## config.mk

```make
export PLATFORM = sky130hd
export DESIGN_NAME = window_level_pixel_scaler_core
export DESIGN_NICKNAME = d
export VERILOG_FILES = /design/src/rtl/wlps_pkg.sv /design/src/rtl/window_level_pixel_scaler_core.sv /design/src/rtl/wlps_div.sv /design/src/rtl/wlps_track.sv
export SDC_FILE = /design/constraint.sdc
export NUM_CORES = 1
export LEC_CHECK = 0
export BUFFER_PORTS_ARGS = -buffer_cell sky130_fd_sc_hd__buf_2
export CORE_ASPECT_RATIO = 0.7
export CORE_MARGIN = 3
export CORE_UTILIZATION = 60
export DETAILED_ROUTE_END_ITERATION = 8
export MAX_ROUTING_LAYER = met4
export PLACE_DENSITY = 0.82
export SYNTH_ARGS = -nofsm -noshare
export SYNTH_HDL_FRONTEND = slang
export SYNTH_SLANG_ARGS = --single-unit
```

## constraint.sdc

```tcl
create_clock -name clk -period 12.3 [get_ports clk]
set_input_delay 2.46 -clock clk [delete_from_list [all_inputs] [get_ports clk]]
set_output_delay 2.46 -clock clk [all_outputs]
set_load 0.02 [all_outputs]
```

## src/rtl/wlps_pkg.sv

```systemverilog
package wlps_pkg;

  localparam int DATA_W             = 16;
  localparam int LEVEL_W            = 8;
  localparam int DIVIDEND_W         = DATA_W + LEVEL_W;
  localparam int COUNT_W            = $clog2(LEVEL_W + 1);
  localparam int PIXEL_BITS_DEFAULT = 16;
  localparam int APB_DATA_W         = 32;
  localparam int APB_ADDR_W         = 3;

  localparam logic [LEVEL_W-1:0]    LEVEL_MAX  = '1;
  localparam logic [LEVEL_W-1:0]    LEVEL_ZERO = '0;

  localparam logic [APB_ADDR_W-1:0] ADDR_WINDOW_LOW  = 3'd0;
  localparam logic [APB_ADDR_W-1:0] ADDR_WINDOW_HIGH = 3'd4;

  localparam logic signed [DATA_W-1:0] WINDOW_LOW_RESET  = 16'sd0;
  localparam logic signed [DATA_W-1:0] WINDOW_HIGH_RESET = 16'sd32767;

  typedef enum logic [1:0] {
    SEL_ZERO   = 2'd0,
    SEL_FULL   = 2'd1,
    SEL_SCALED = 2'd2
  } level_sel_t;

  typedef struct packed {
    logic start;
    logic take;
  } div_ctrl_t;

  typedef struct packed {
    logic busy;
    logic done;
  } div_status_t;

endpackage

```

## src/rtl/window_level_pixel_scaler_core.sv

```systemverilog
// Window-level pixel scaler. Each request carries one signed pixel and a restart
// flag and yields one 8-bit intensity together with the running minimum and maximum
// of the pixels seen since the last restart (or since reset). Pixels above
// window_high give 255, pixels below window_low give 0, and the rest give
// floor((pixel - window_low) * 255 / range), where range is window_high - window_low,
// or 1 when the bounds are equal. The quotient comes from a bit-serial restoring
// divider that produces one bit per cycle; once all eight quotient bits are formed,
// the result enters the output register when that register is empty or being
// taken, and the block then returns to idle and can accept the next request in the
// cycle after that; one request is in flight at a time, and the output register
// lets the next request be accepted while a result waits to be taken. The window
// registers sit at byte addresses 0 (window_low) and 4 (window_high) of the APB
// port and should be written only while the block is idle.
module window_level_pixel_scaler_core
  import wlps_pkg::*;
#(
  parameter int PIXEL_BITS = PIXEL_BITS_DEFAULT
) (
  input  logic                     clk,
  input  logic                     rst,
  input  logic                     psel,
  input  logic                     penable,
  input  logic                     pwrite,
  input  logic [APB_ADDR_W-1:0]    paddr,
  input  logic [APB_DATA_W-1:0]    pwdata,
  output logic [APB_DATA_W-1:0]    prdata,
  output logic                     pready,
  input  logic                     pixel_valid,
  output logic                     pixel_stall,
  input  logic signed [DATA_W-1:0] pixel,
  input  logic                     restart,
  output logic                     result_valid,
  input  logic                     result_stall,
  output logic [LEVEL_W-1:0]       intensity,
  output logic signed [DATA_W-1:0] seen_min,
  output logic signed [DATA_W-1:0] seen_max
);

  localparam logic ST_IDLE = 1'b0;
  localparam logic ST_DIV  = 1'b1;

  logic                        state;
  logic                        state_next;
  logic signed [DATA_W-1:0]    window_low;
  logic signed [DATA_W-1:0]    window_high;
  logic signed [PIXEL_BITS-1:0] pix_raw;
  logic signed [DATA_W-1:0]    pix;
  logic [DATA_W:0]             offset;
  logic [DATA_W:0]             span;
  logic [DATA_W-1:0]           divisor;
  logic [DIVIDEND_W-1:0]       dividend;
  logic                        accept;
  logic                        deliver;
  level_sel_t                  level_sel;
  level_sel_t                  level_sel_next;
  div_ctrl_t                   div_ctrl;
  div_status_t                 div_status;
  logic [LEVEL_W-1:0]          quotient;
  logic signed [DATA_W-1:0]    track_min;
  logic signed [DATA_W-1:0]    track_max;

  assign pready = 1'b1;

  always_ff @(posedge clk) begin
    if (rst) begin
      window_low  <= WINDOW_LOW_RESET;
      window_high <= WINDOW_HIGH_RESET;
    end else if (psel && penable && pwrite) begin
      unique case (paddr)
        ADDR_WINDOW_LOW:  window_low  <= pwdata[DATA_W-1:0];
        ADDR_WINDOW_HIGH: window_high <= pwdata[DATA_W-1:0];
        default: ;
      endcase
    end
  end

  always_comb begin
    unique case (paddr)
      ADDR_WINDOW_LOW:  prdata = APB_DATA_W'(window_low);
      ADDR_WINDOW_HIGH: prdata = APB_DATA_W'(window_high);
      default:          prdata = '0;
    endcase
  end

  assign pix_raw = pixel[PIXEL_BITS-1:0];
  assign pix     = DATA_W'(pix_raw);
  assign offset  = (DATA_W+1)'(pix) - (DATA_W+1)'(window_low);
  assign span    = (DATA_W+1)'(window_high) - (DATA_W+1)'(window_low);
  assign divisor = (span[DATA_W-1:0] == '0) ? DATA_W'(1) : span[DATA_W-1:0];
  assign dividend = {offset[DATA_W-1:0], {LEVEL_W{1'b0}}}
                  - DIVIDEND_W'(offset[DATA_W-1:0]);

  always_comb begin
    if (pix > window_high) begin
      level_sel_next = SEL_FULL;
    end else if (pix < window_low) begin
      level_sel_next = SEL_ZERO;
    end else begin
      level_sel_next = SEL_SCALED;
    end
  end

  assign pixel_stall = (state != ST_IDLE);
  assign accept      = pixel_valid && !pixel_stall;
  assign deliver     = (state == ST_DIV) && div_status.done
                    && (!result_valid || !result_stall);

  assign div_ctrl.start = accept;
  assign div_ctrl.take  = deliver;

  always_comb begin
    state_next = state;
    unique case (state)
      ST_IDLE: if (accept) state_next = ST_DIV;
      ST_DIV:  if (deliver) state_next = ST_IDLE;
      default: state_next = ST_IDLE;
    endcase
  end

  always_ff @(posedge clk) begin
    if (rst) begin
      state <= ST_IDLE;
    end else begin
      state <= state_next;
    end
  end

  always_ff @(posedge clk) begin
    if (accept) begin
      level_sel <= level_sel_next;
    end
  end

  wlps_div u_div (
    .clk      (clk),
    .rst      (rst),
    .ctrl     (div_ctrl),
    .dividend (dividend),
    .divisor  (divisor),
    .status   (div_status),
    .quotient (quotient)
  );

  wlps_track u_track (
    .clk      (clk),
    .rst      (rst),
    .accept   (accept),
    .restart  (restart),
    .pixel    (pix),
    .seen_min (track_min),
    .seen_max (track_max)
  );

  always_ff @(posedge clk) begin
    if (rst) begin
      result_valid <= 1'b0;
    end else if (deliver) begin
      result_valid <= 1'b1;
    end else if (!result_stall) begin
      result_valid <= 1'b0;
    end
  end

  always_ff @(posedge clk) begin
    if (deliver) begin
      seen_min <= track_min;
      seen_max <= track_max;
      case (level_sel)
        SEL_FULL:   intensity <= LEVEL_MAX;
        SEL_SCALED: intensity <= quotient;
        default:    intensity <= LEVEL_ZERO;
      endcase
    end
  end

endmodule

```

## src/rtl/wlps_div.sv

```systemverilog
module wlps_div
  import wlps_pkg::*;
(
  input  logic                    clk,
  input  logic                    rst,
  input  div_ctrl_t               ctrl,
  input  logic [DIVIDEND_W-1:0]   dividend,
  input  logic [DATA_W-1:0]       divisor,
  output div_status_t             status,
  output logic [LEVEL_W-1:0]      quotient
);

  logic                 active;
  logic [COUNT_W-1:0]   count;
  logic [DATA_W-1:0]    rem;
  logic [LEVEL_W-1:0]   bits;
  logic [DATA_W-1:0]    div_reg;
  logic [DATA_W:0]      shifted;
  logic [DATA_W:0]      trial;
  logic                 fits;

  assign shifted = {rem, bits[LEVEL_W-1]};
  assign trial   = shifted - {1'b0, div_reg};
  assign fits    = shifted >= {1'b0, div_reg};

  always_ff @(posedge clk) begin
    if (rst) begin
      active <= 1'b0;
      count  <= '0;
    end else if (ctrl.start) begin
      active <= 1'b1;
      count  <= COUNT_W'(LEVEL_W);
    end else if (ctrl.take) begin
      active <= 1'b0;
    end else if (active && count != '0) begin
      count <= count - COUNT_W'(1);
    end
  end

  always_ff @(posedge clk) begin
    if (ctrl.start) begin
      rem      <= dividend[DIVIDEND_W-1:LEVEL_W];
      bits     <= dividend[LEVEL_W-1:0];
      div_reg  <= divisor;
      quotient <= '0;
    end else if (active && count != '0) begin
      rem      <= fits ? trial[DATA_W-1:0] : shifted[DATA_W-1:0];
      bits     <= {bits[LEVEL_W-2:0], 1'b0};
      quotient <= {quotient[LEVEL_W-2:0], fits};
    end
  end

  assign status.busy = active;
  assign status.done = active && (count == '0);

endmodule

```

## src/rtl/wlps_track.sv

```systemverilog
module wlps_track
  import wlps_pkg::*;
(
  input  logic                     clk,
  input  logic                     rst,
  input  logic                     accept,
  input  logic                     restart,
  input  logic signed [DATA_W-1:0] pixel,
  output logic signed [DATA_W-1:0] seen_min,
  output logic signed [DATA_W-1:0] seen_max
);

  logic seeded;

  always_ff @(posedge clk) begin
    if (rst) begin
      seeded   <= 1'b0;
      seen_min <= '0;
      seen_max <= '0;
    end else if (accept) begin
      seeded <= 1'b1;
      if (restart || !seeded) begin
        seen_min <= pixel;
        seen_max <= pixel;
      end else if (pixel < seen_min) begin
        seen_min <= pixel;
      end else if (pixel > seen_max) begin
        seen_max <= pixel;
      end
    end
  end

endmodule
```

# After elaboration in Yosys (flattened, before gate mapping)
# Cells that the tools add are included.
op_classes:
  div: 0
  mux: 23
  eq_ne: 6
  multipliers: 0
  magnitude_cmp: 5
  addsub: 5
  n_bitwise: 2
  n_shift: 0
  n_reduce_logical: 28
ops:
  columns: ["cell", "n"]
  rows:
  - ["16-bit 2-to-1 mux", 8]
  - ["32-bit case mux with 2 select lines", 1]
  - ["16-bit subtractor", 3]
  - ["16-bit greater-than comparator", 2]
  - ["16-bit < comparator", 2]
  - ["24-bit by 16-bit subtractor with 24-bit output", 1]
  - ["17-bit by 16-bit greater-or-equal comparator with 1-bit output", 1]
  - ["16-bit logical NOT", 1]
  - ["8-bit 2-to-1 mux", 2]
  - ["8-bit case mux with 2 select lines", 1]
  - ["4-bit 2-to-1 mux", 3]
  - ["2-bit AND reduction", 5]
  - ["2-bit nonzero test", 4]
  - ["1-bit logical AND", 7]
  - ["1-bit 2-to-1 mux", 6]
  - ["1-bit logical NOT", 4]
  - ["4-bit logical NOT", 1]
  - ["2-bit by 1-bit != test with 1-bit output, second input constant", 2]
  - ["4-bit nonzero test", 1]
  - ["4-bit by 1-bit subtractor with 4-bit output, second input constant", 1]
  - ["3-bit equality test, second input constant", 1]
  - ["3-bit logical NOT", 1]
  - ["3-bit AND reduction", 1]
  - ["2-bit by 1-bit equality test with 1-bit output, second input constant", 1]
  - ["other kinds (7)", 9]
word_totals:
  register_bits: 162
  elab_cells: 87
  romBits: 0
  output_inout_bits: 75
  memories: 0
  ram_bits: 0
  latch_bits: 0

# Logic depth before layout (Yosys ltp)
logic_depth:
  depth_word: 6
  mapped_depth: 20

# By module
# From an unflattened synthesis, not the netlist that was laid out.
unflattened:
  cells_unflattened: 1144
  area_unflattened_um2: 10804.1
modules_own_cells:
  columns: ["mod", "area_each_um2", "seq_area_each_um2", "cells_each", "n_inst"]
  rows:
  - ["window_level_pixel_scaler_core", 5566.6, 1941.9, 613, 1]
  - ["wlps_div", 3074.2, 1461.4, 288, 1]
  - ["wlps_track", 2163.3, 660.6, 243, 1]

# Worst setup path after synthesis
# No wires, ideal clock.
synth_path:
  path_type: "input -> output"
  startpoint: "input paddr[1]"
  endpoint: "output prdata[16]"
  setup_slack_ns: 5.711
  required_time_ns: 9.840
  arrival_time_ns: 4.129
  stages: 4
  path_cell_list: "nor3_1 clkbuf_1 a22o_1 buf_4"
synth_via:
  elab_chain_cells: 2
  word_cells_on_any_way: 3
synth_rtl:
  columns: ["element", "line", "text"]
  rows:
  - ["start: declaration", "window_level_pixel_scaler_core.sv:24", "input logic [APB_ADDR_W-1:0] paddr,"]
  - ["3-bit equality test / 3-bit logical NOT (equally long branches)", "window_level_pixel_scaler_core.sv:78", "unique case (paddr)"]
  - ["32-bit case mux with 2 select lines (*)", "window_level_pixel_scaler_core.sv:78", null]
  - ["end: declaration", "window_level_pixel_scaler_core.sv:26", "output logic [APB_DATA_W-1:0] prdata,"]
# Every way passes the cells marked *; elsewhere a longest branch is shown, timed or not.

# Final worst setup path
layout_path:
  startpoint: "input pixel[0]"
  endpoint: "register u_div.rem[13] (data pin)"
layout_via:
  elab_chain_cells: 3
layout_rtl:
  columns: ["element", "line", "text"]
  rows:
  - ["start: declaration", "window_level_pixel_scaler_core.sv:30", "input logic signed [DATA_W-1:0] pixel,"]
  - ["16-bit subtractor", "window_level_pixel_scaler_core.sv:87", "assign offset = (DATA_W+1)'(pix) - (DATA_W+1)'(window_low);"]
  - ["24-bit by 16-bit subtractor with 24-bit output", "window_level_pixel_scaler_core.sv:91", "- DIVIDEND_W'(offset[DATA_W-1:0]);"]
  - ["16-bit 2-to-1 mux", "wlps_div.sv:41", "if (ctrl.start) begin"]
  - ["end signal: assignment", "wlps_div.sv:42", "rem <= dividend[DIVIDEND_W-1:LEVEL_W];"]
  - ["end signal: assignment", "wlps_div.sv:47", "rem <= fits ? trial[DATA_W-1:0] : shifted[DATA_W-1:0];"]
  - ["end: declaration", "wlps_div.sv:15", "logic [DATA_W-1:0] rem;"]
# No other way between the ends.
# A chain may end at the register's enable or synchronous reset.

==> run_results.csv <==
group,metric,value,unit
run_status,outcome,"finished clean",
cells_and_area,multi_input_area,0.00575,mm²
cells_and_area,filler_cell_count,1318,
global_routing,track_usage,0.305,
yosys,ys_ff_latch,162,
cts,cts_resized,0,
floorplanning,dieArea,0.0191,mm²
cts,h-tree-depth,4,
worst_setup_path,reg2reg_from,"window_low[0]",
yosys,yosys_most_used_dff,"edfxtp_1",
sta,fin_tns_setup,0,ns
cells_and_area,final_common_cell,"buf_2",
global_routing,grt_overflow,0,
route,wl,27.3,mm
cts,clock_path_buffers,2,
power,p_leak,0.00505,µW
power,power_frac_seq,0.419,
floorplanning,pin_count,134,
cells_and_area,final_cell_mix,"buf_2, nor2_1, inv_1, ha_1, a21oi_1",
route,drc_errors,0,
sta,relSlewSlack,0.227,
worst_setup_path,path_class,"input pin to register",
yosys,synth_fp_nets,1306,
yosys,synth-edff-count,82,
worst_setup_path,r2r_slack,7.04,ns
hold_path,hold_start,"u_track.seen_max[5]",
placed_design,io_buffers,116,
global_routing,grt_pass1_vias,8498,
yosys,ys_seq_area_frac,0.387,
power,p_per_area,128,mW/mm²
sta,hold_viol,0,
floorplanning,initial_core_util,0.627,
yosys,synth_warnings,0,
worst_setup_path,cp_max_fo,6,
floorplanning,core_area,0.0167,mm²
job,maxCapViolCount,0,
sta,worst_slack,5.15,ns
sta,setup_violations,0,
cts,clkLatencyLatePin,0.44,ns
yosys,syn_inst,1142,
worst_setup_path,crit_required,12.48,ns
worst_setup_path,reg2regPathDepth,19,
cells_and_area,layout-drive-gt1-share,0.146,
cts,postCtsSetupRepairBufs,0,
worst_setup_path,crit_path_start_kind,"input pin",
power,p_int,1020,µW
hold_path,hp-class,"register to register",
route,via_per_inst,6.08,
floorplanning,die_width,164,µm
yosys,yosysTopAreaCell,"edfxtp_1",
cells_and_area,final_nets,1388,
yosys,synth_cell_types,82,
yosys,yosysTopAreaCellShare,0.235,
yosys,syn-cell-area,0.0105,mm²
yosys,synthArstFlopShare,0,
sta,grt_setup_unrepaired,"no",
power,swShare,0.319,
sta,period_needed,7.15,ns
cells_and_area,area.growth.synth_to_final,11.6,%
sta,max_freq,0.140,GHz
sta,maxSlewViolCount,0,
global_routing,grt_max_degree,73,
route,wl_per_cell,18.7,µm
yosys,syn_avg_cell_area,9.19,µm²
power,p_sw,479,µW
sta,finClkSkew,0.0112,ns
cts,clock_sinks,162,
sta,worst-slew-pin-transition,1.16,ns
global_routing,grt_pass1_wl,44.1,mm
cts,cts_hold_buf,0,
floorplanning,core.rowCount,39,
route,antenna_left,0,
worst_setup_path,r2r-end,"u_div.rem[13]",
power,total_power,1500,µW
worst_setup_path,worstPathArrival,7.33,ns
worst_setup_path,critPathLaunch,"pixel[0]",
cts,cts_made_buffers,17,
route,dr.pass1.iters,5,
yosys,synth_area_leaders,"edfxtp_1, dfxtp_1, ha_1",
floorplanning,die_h,117,µm
power,max-vdd-ir-drop,66.5,µV
cells_and_area,final_core_util,0.700,
global_routing,antenna_found_initial,0,
power,pwr-share-clk,0.347,
placed_design,dp_hpwl,20.3,mm
route,drt-initial-drc-count,874,
cells_and_area,antenna_cells,0,
worst_setup_path,crit_path_end,"u_div.rem[13]",
placed_design,gp_congestion,0.975,
cts,cts_root_buf,"clkbuf_16",
sta,min_period_over_period,0.582,
worst_setup_path,end_kind,"register",
placed_design,pre_cts_ws,4.89,ns
cells_and_area,regArea,0.00406,mm²
cts,path_clk_slew,0.07,ns
route,vias,8890,
cts,cts_tree,"done",
power,p_comb_frac,0.234,
power groups by stage:
stage               clock [µW]  combinational [µW]  sequential, µW
finish                     520                 351             629
detailed placement           0                 341             641
global route               544                 389             632
global placement             0                 330             639
CTS                        525                 345             629
floorplan                    0                 249             639
stage by stage:
step                      std cells  hold slack [ns]  area [µm²]
after CTS                      1462            0.455       11700
after global routing           1462            0.462       11700
after detailed placement       1430            0.442       11100
after floorplan                1142            0.429       10500
final                          1462            0.453       11700
after global placement         1430            0.439       11100
cells in the mapped netlist, drive strengths merged (4+ instances only):
library cell and count:
a22o 16, a21o 21, a211o 18, and2 5, and4 4, o21ai 35
nor3b 4, a311oi 5, a2111oi 4, o21bai 6, clkbuf 33, o21a 17
o211ai 4, nor4 6, nand3b 5, nor2b 15, edfxtp 82, buf 29
a21oi 94, nand2 89, xor2 16, inv 107, nand2b 21, o311a 4
a211oi 17, nand3 14, dfxtp 80, xnor2 41, or2 4, nor3 21
mux2i 35, nor2 111, ha 102, nand4 20
routing by layer:
| layer | vias to the layer above | share of wire | GRT usage |
|---|---|---|---|
| li1 | 4246 | - | - |
| met1 | 4235 | 0.48 | 0.427 |
| met2 | 363 | 0.42 | 0.441 |
| met3 | 46 | 0.079 | 0.0737 |
| met4 | 0 | 0.019 | 0.0885 |
| met5 | - | 0 | - |
area by class of cell:
cell class	count	area share
inverters	108	0.0346
flip-flops and latches	162	0.347
multi-input cells	810	0.491
repair buffers	125	0.0553
well taps	225	0.0240
clock inverters	14	0.0114
clock buffers	18	0.0375
worst max-delay path, stage by stage:
cell and delay, ns:
buf_2 0.13, inv_1 0.19, ha_1 0.20, inv_1 0.05, fa_1 0.47, a21oi_2 0.24
o22ai_1 0.20, o21a_1 0.28, o21a_1 0.19, nor2_1 0.11, xnor2_1 0.27, inv_1 0.28
ha_1 0.40, nand3_1 0.14, o311a_1 0.36, o41ai_2 0.31, a21oi_1 0.19, a2111o_1 0.40
and2_4 0.16, a211oi_1 0.26, nor3_2 0.06
worst min-delay path by stage:
| stage | endpoint | cells after the start |
|---|---|---|
| 6_report | seen_max[5] | 0 |
| 5_1_grt | seen_max[5] | 0 |
| 4_1_cts | seen_max[5] | 0 |
| 3_5_place_dp | seen_max[9] | 0 |
| 3_3_place_gp | seen_min[14] | 0 |
| 2_1_floorplan | seen_max[10] | 0 |
kinds of logic (layout without fill, tap and decap cells):
family,after synthesis,in the layout,synth area share
DFF,162,162,0.387
AOI/OAI and AO/OA,281,281,0.183
muxes,35,35,0.0334
other,1,1,0.000357
and+or+nand+nor,330,330,0.150
xor gates and xnor gates,57,57,0.0490
buffers and inverters,170,265,0.0689
adders and majority gates,106,106,0.128
(Power assumes the default switching activity.)
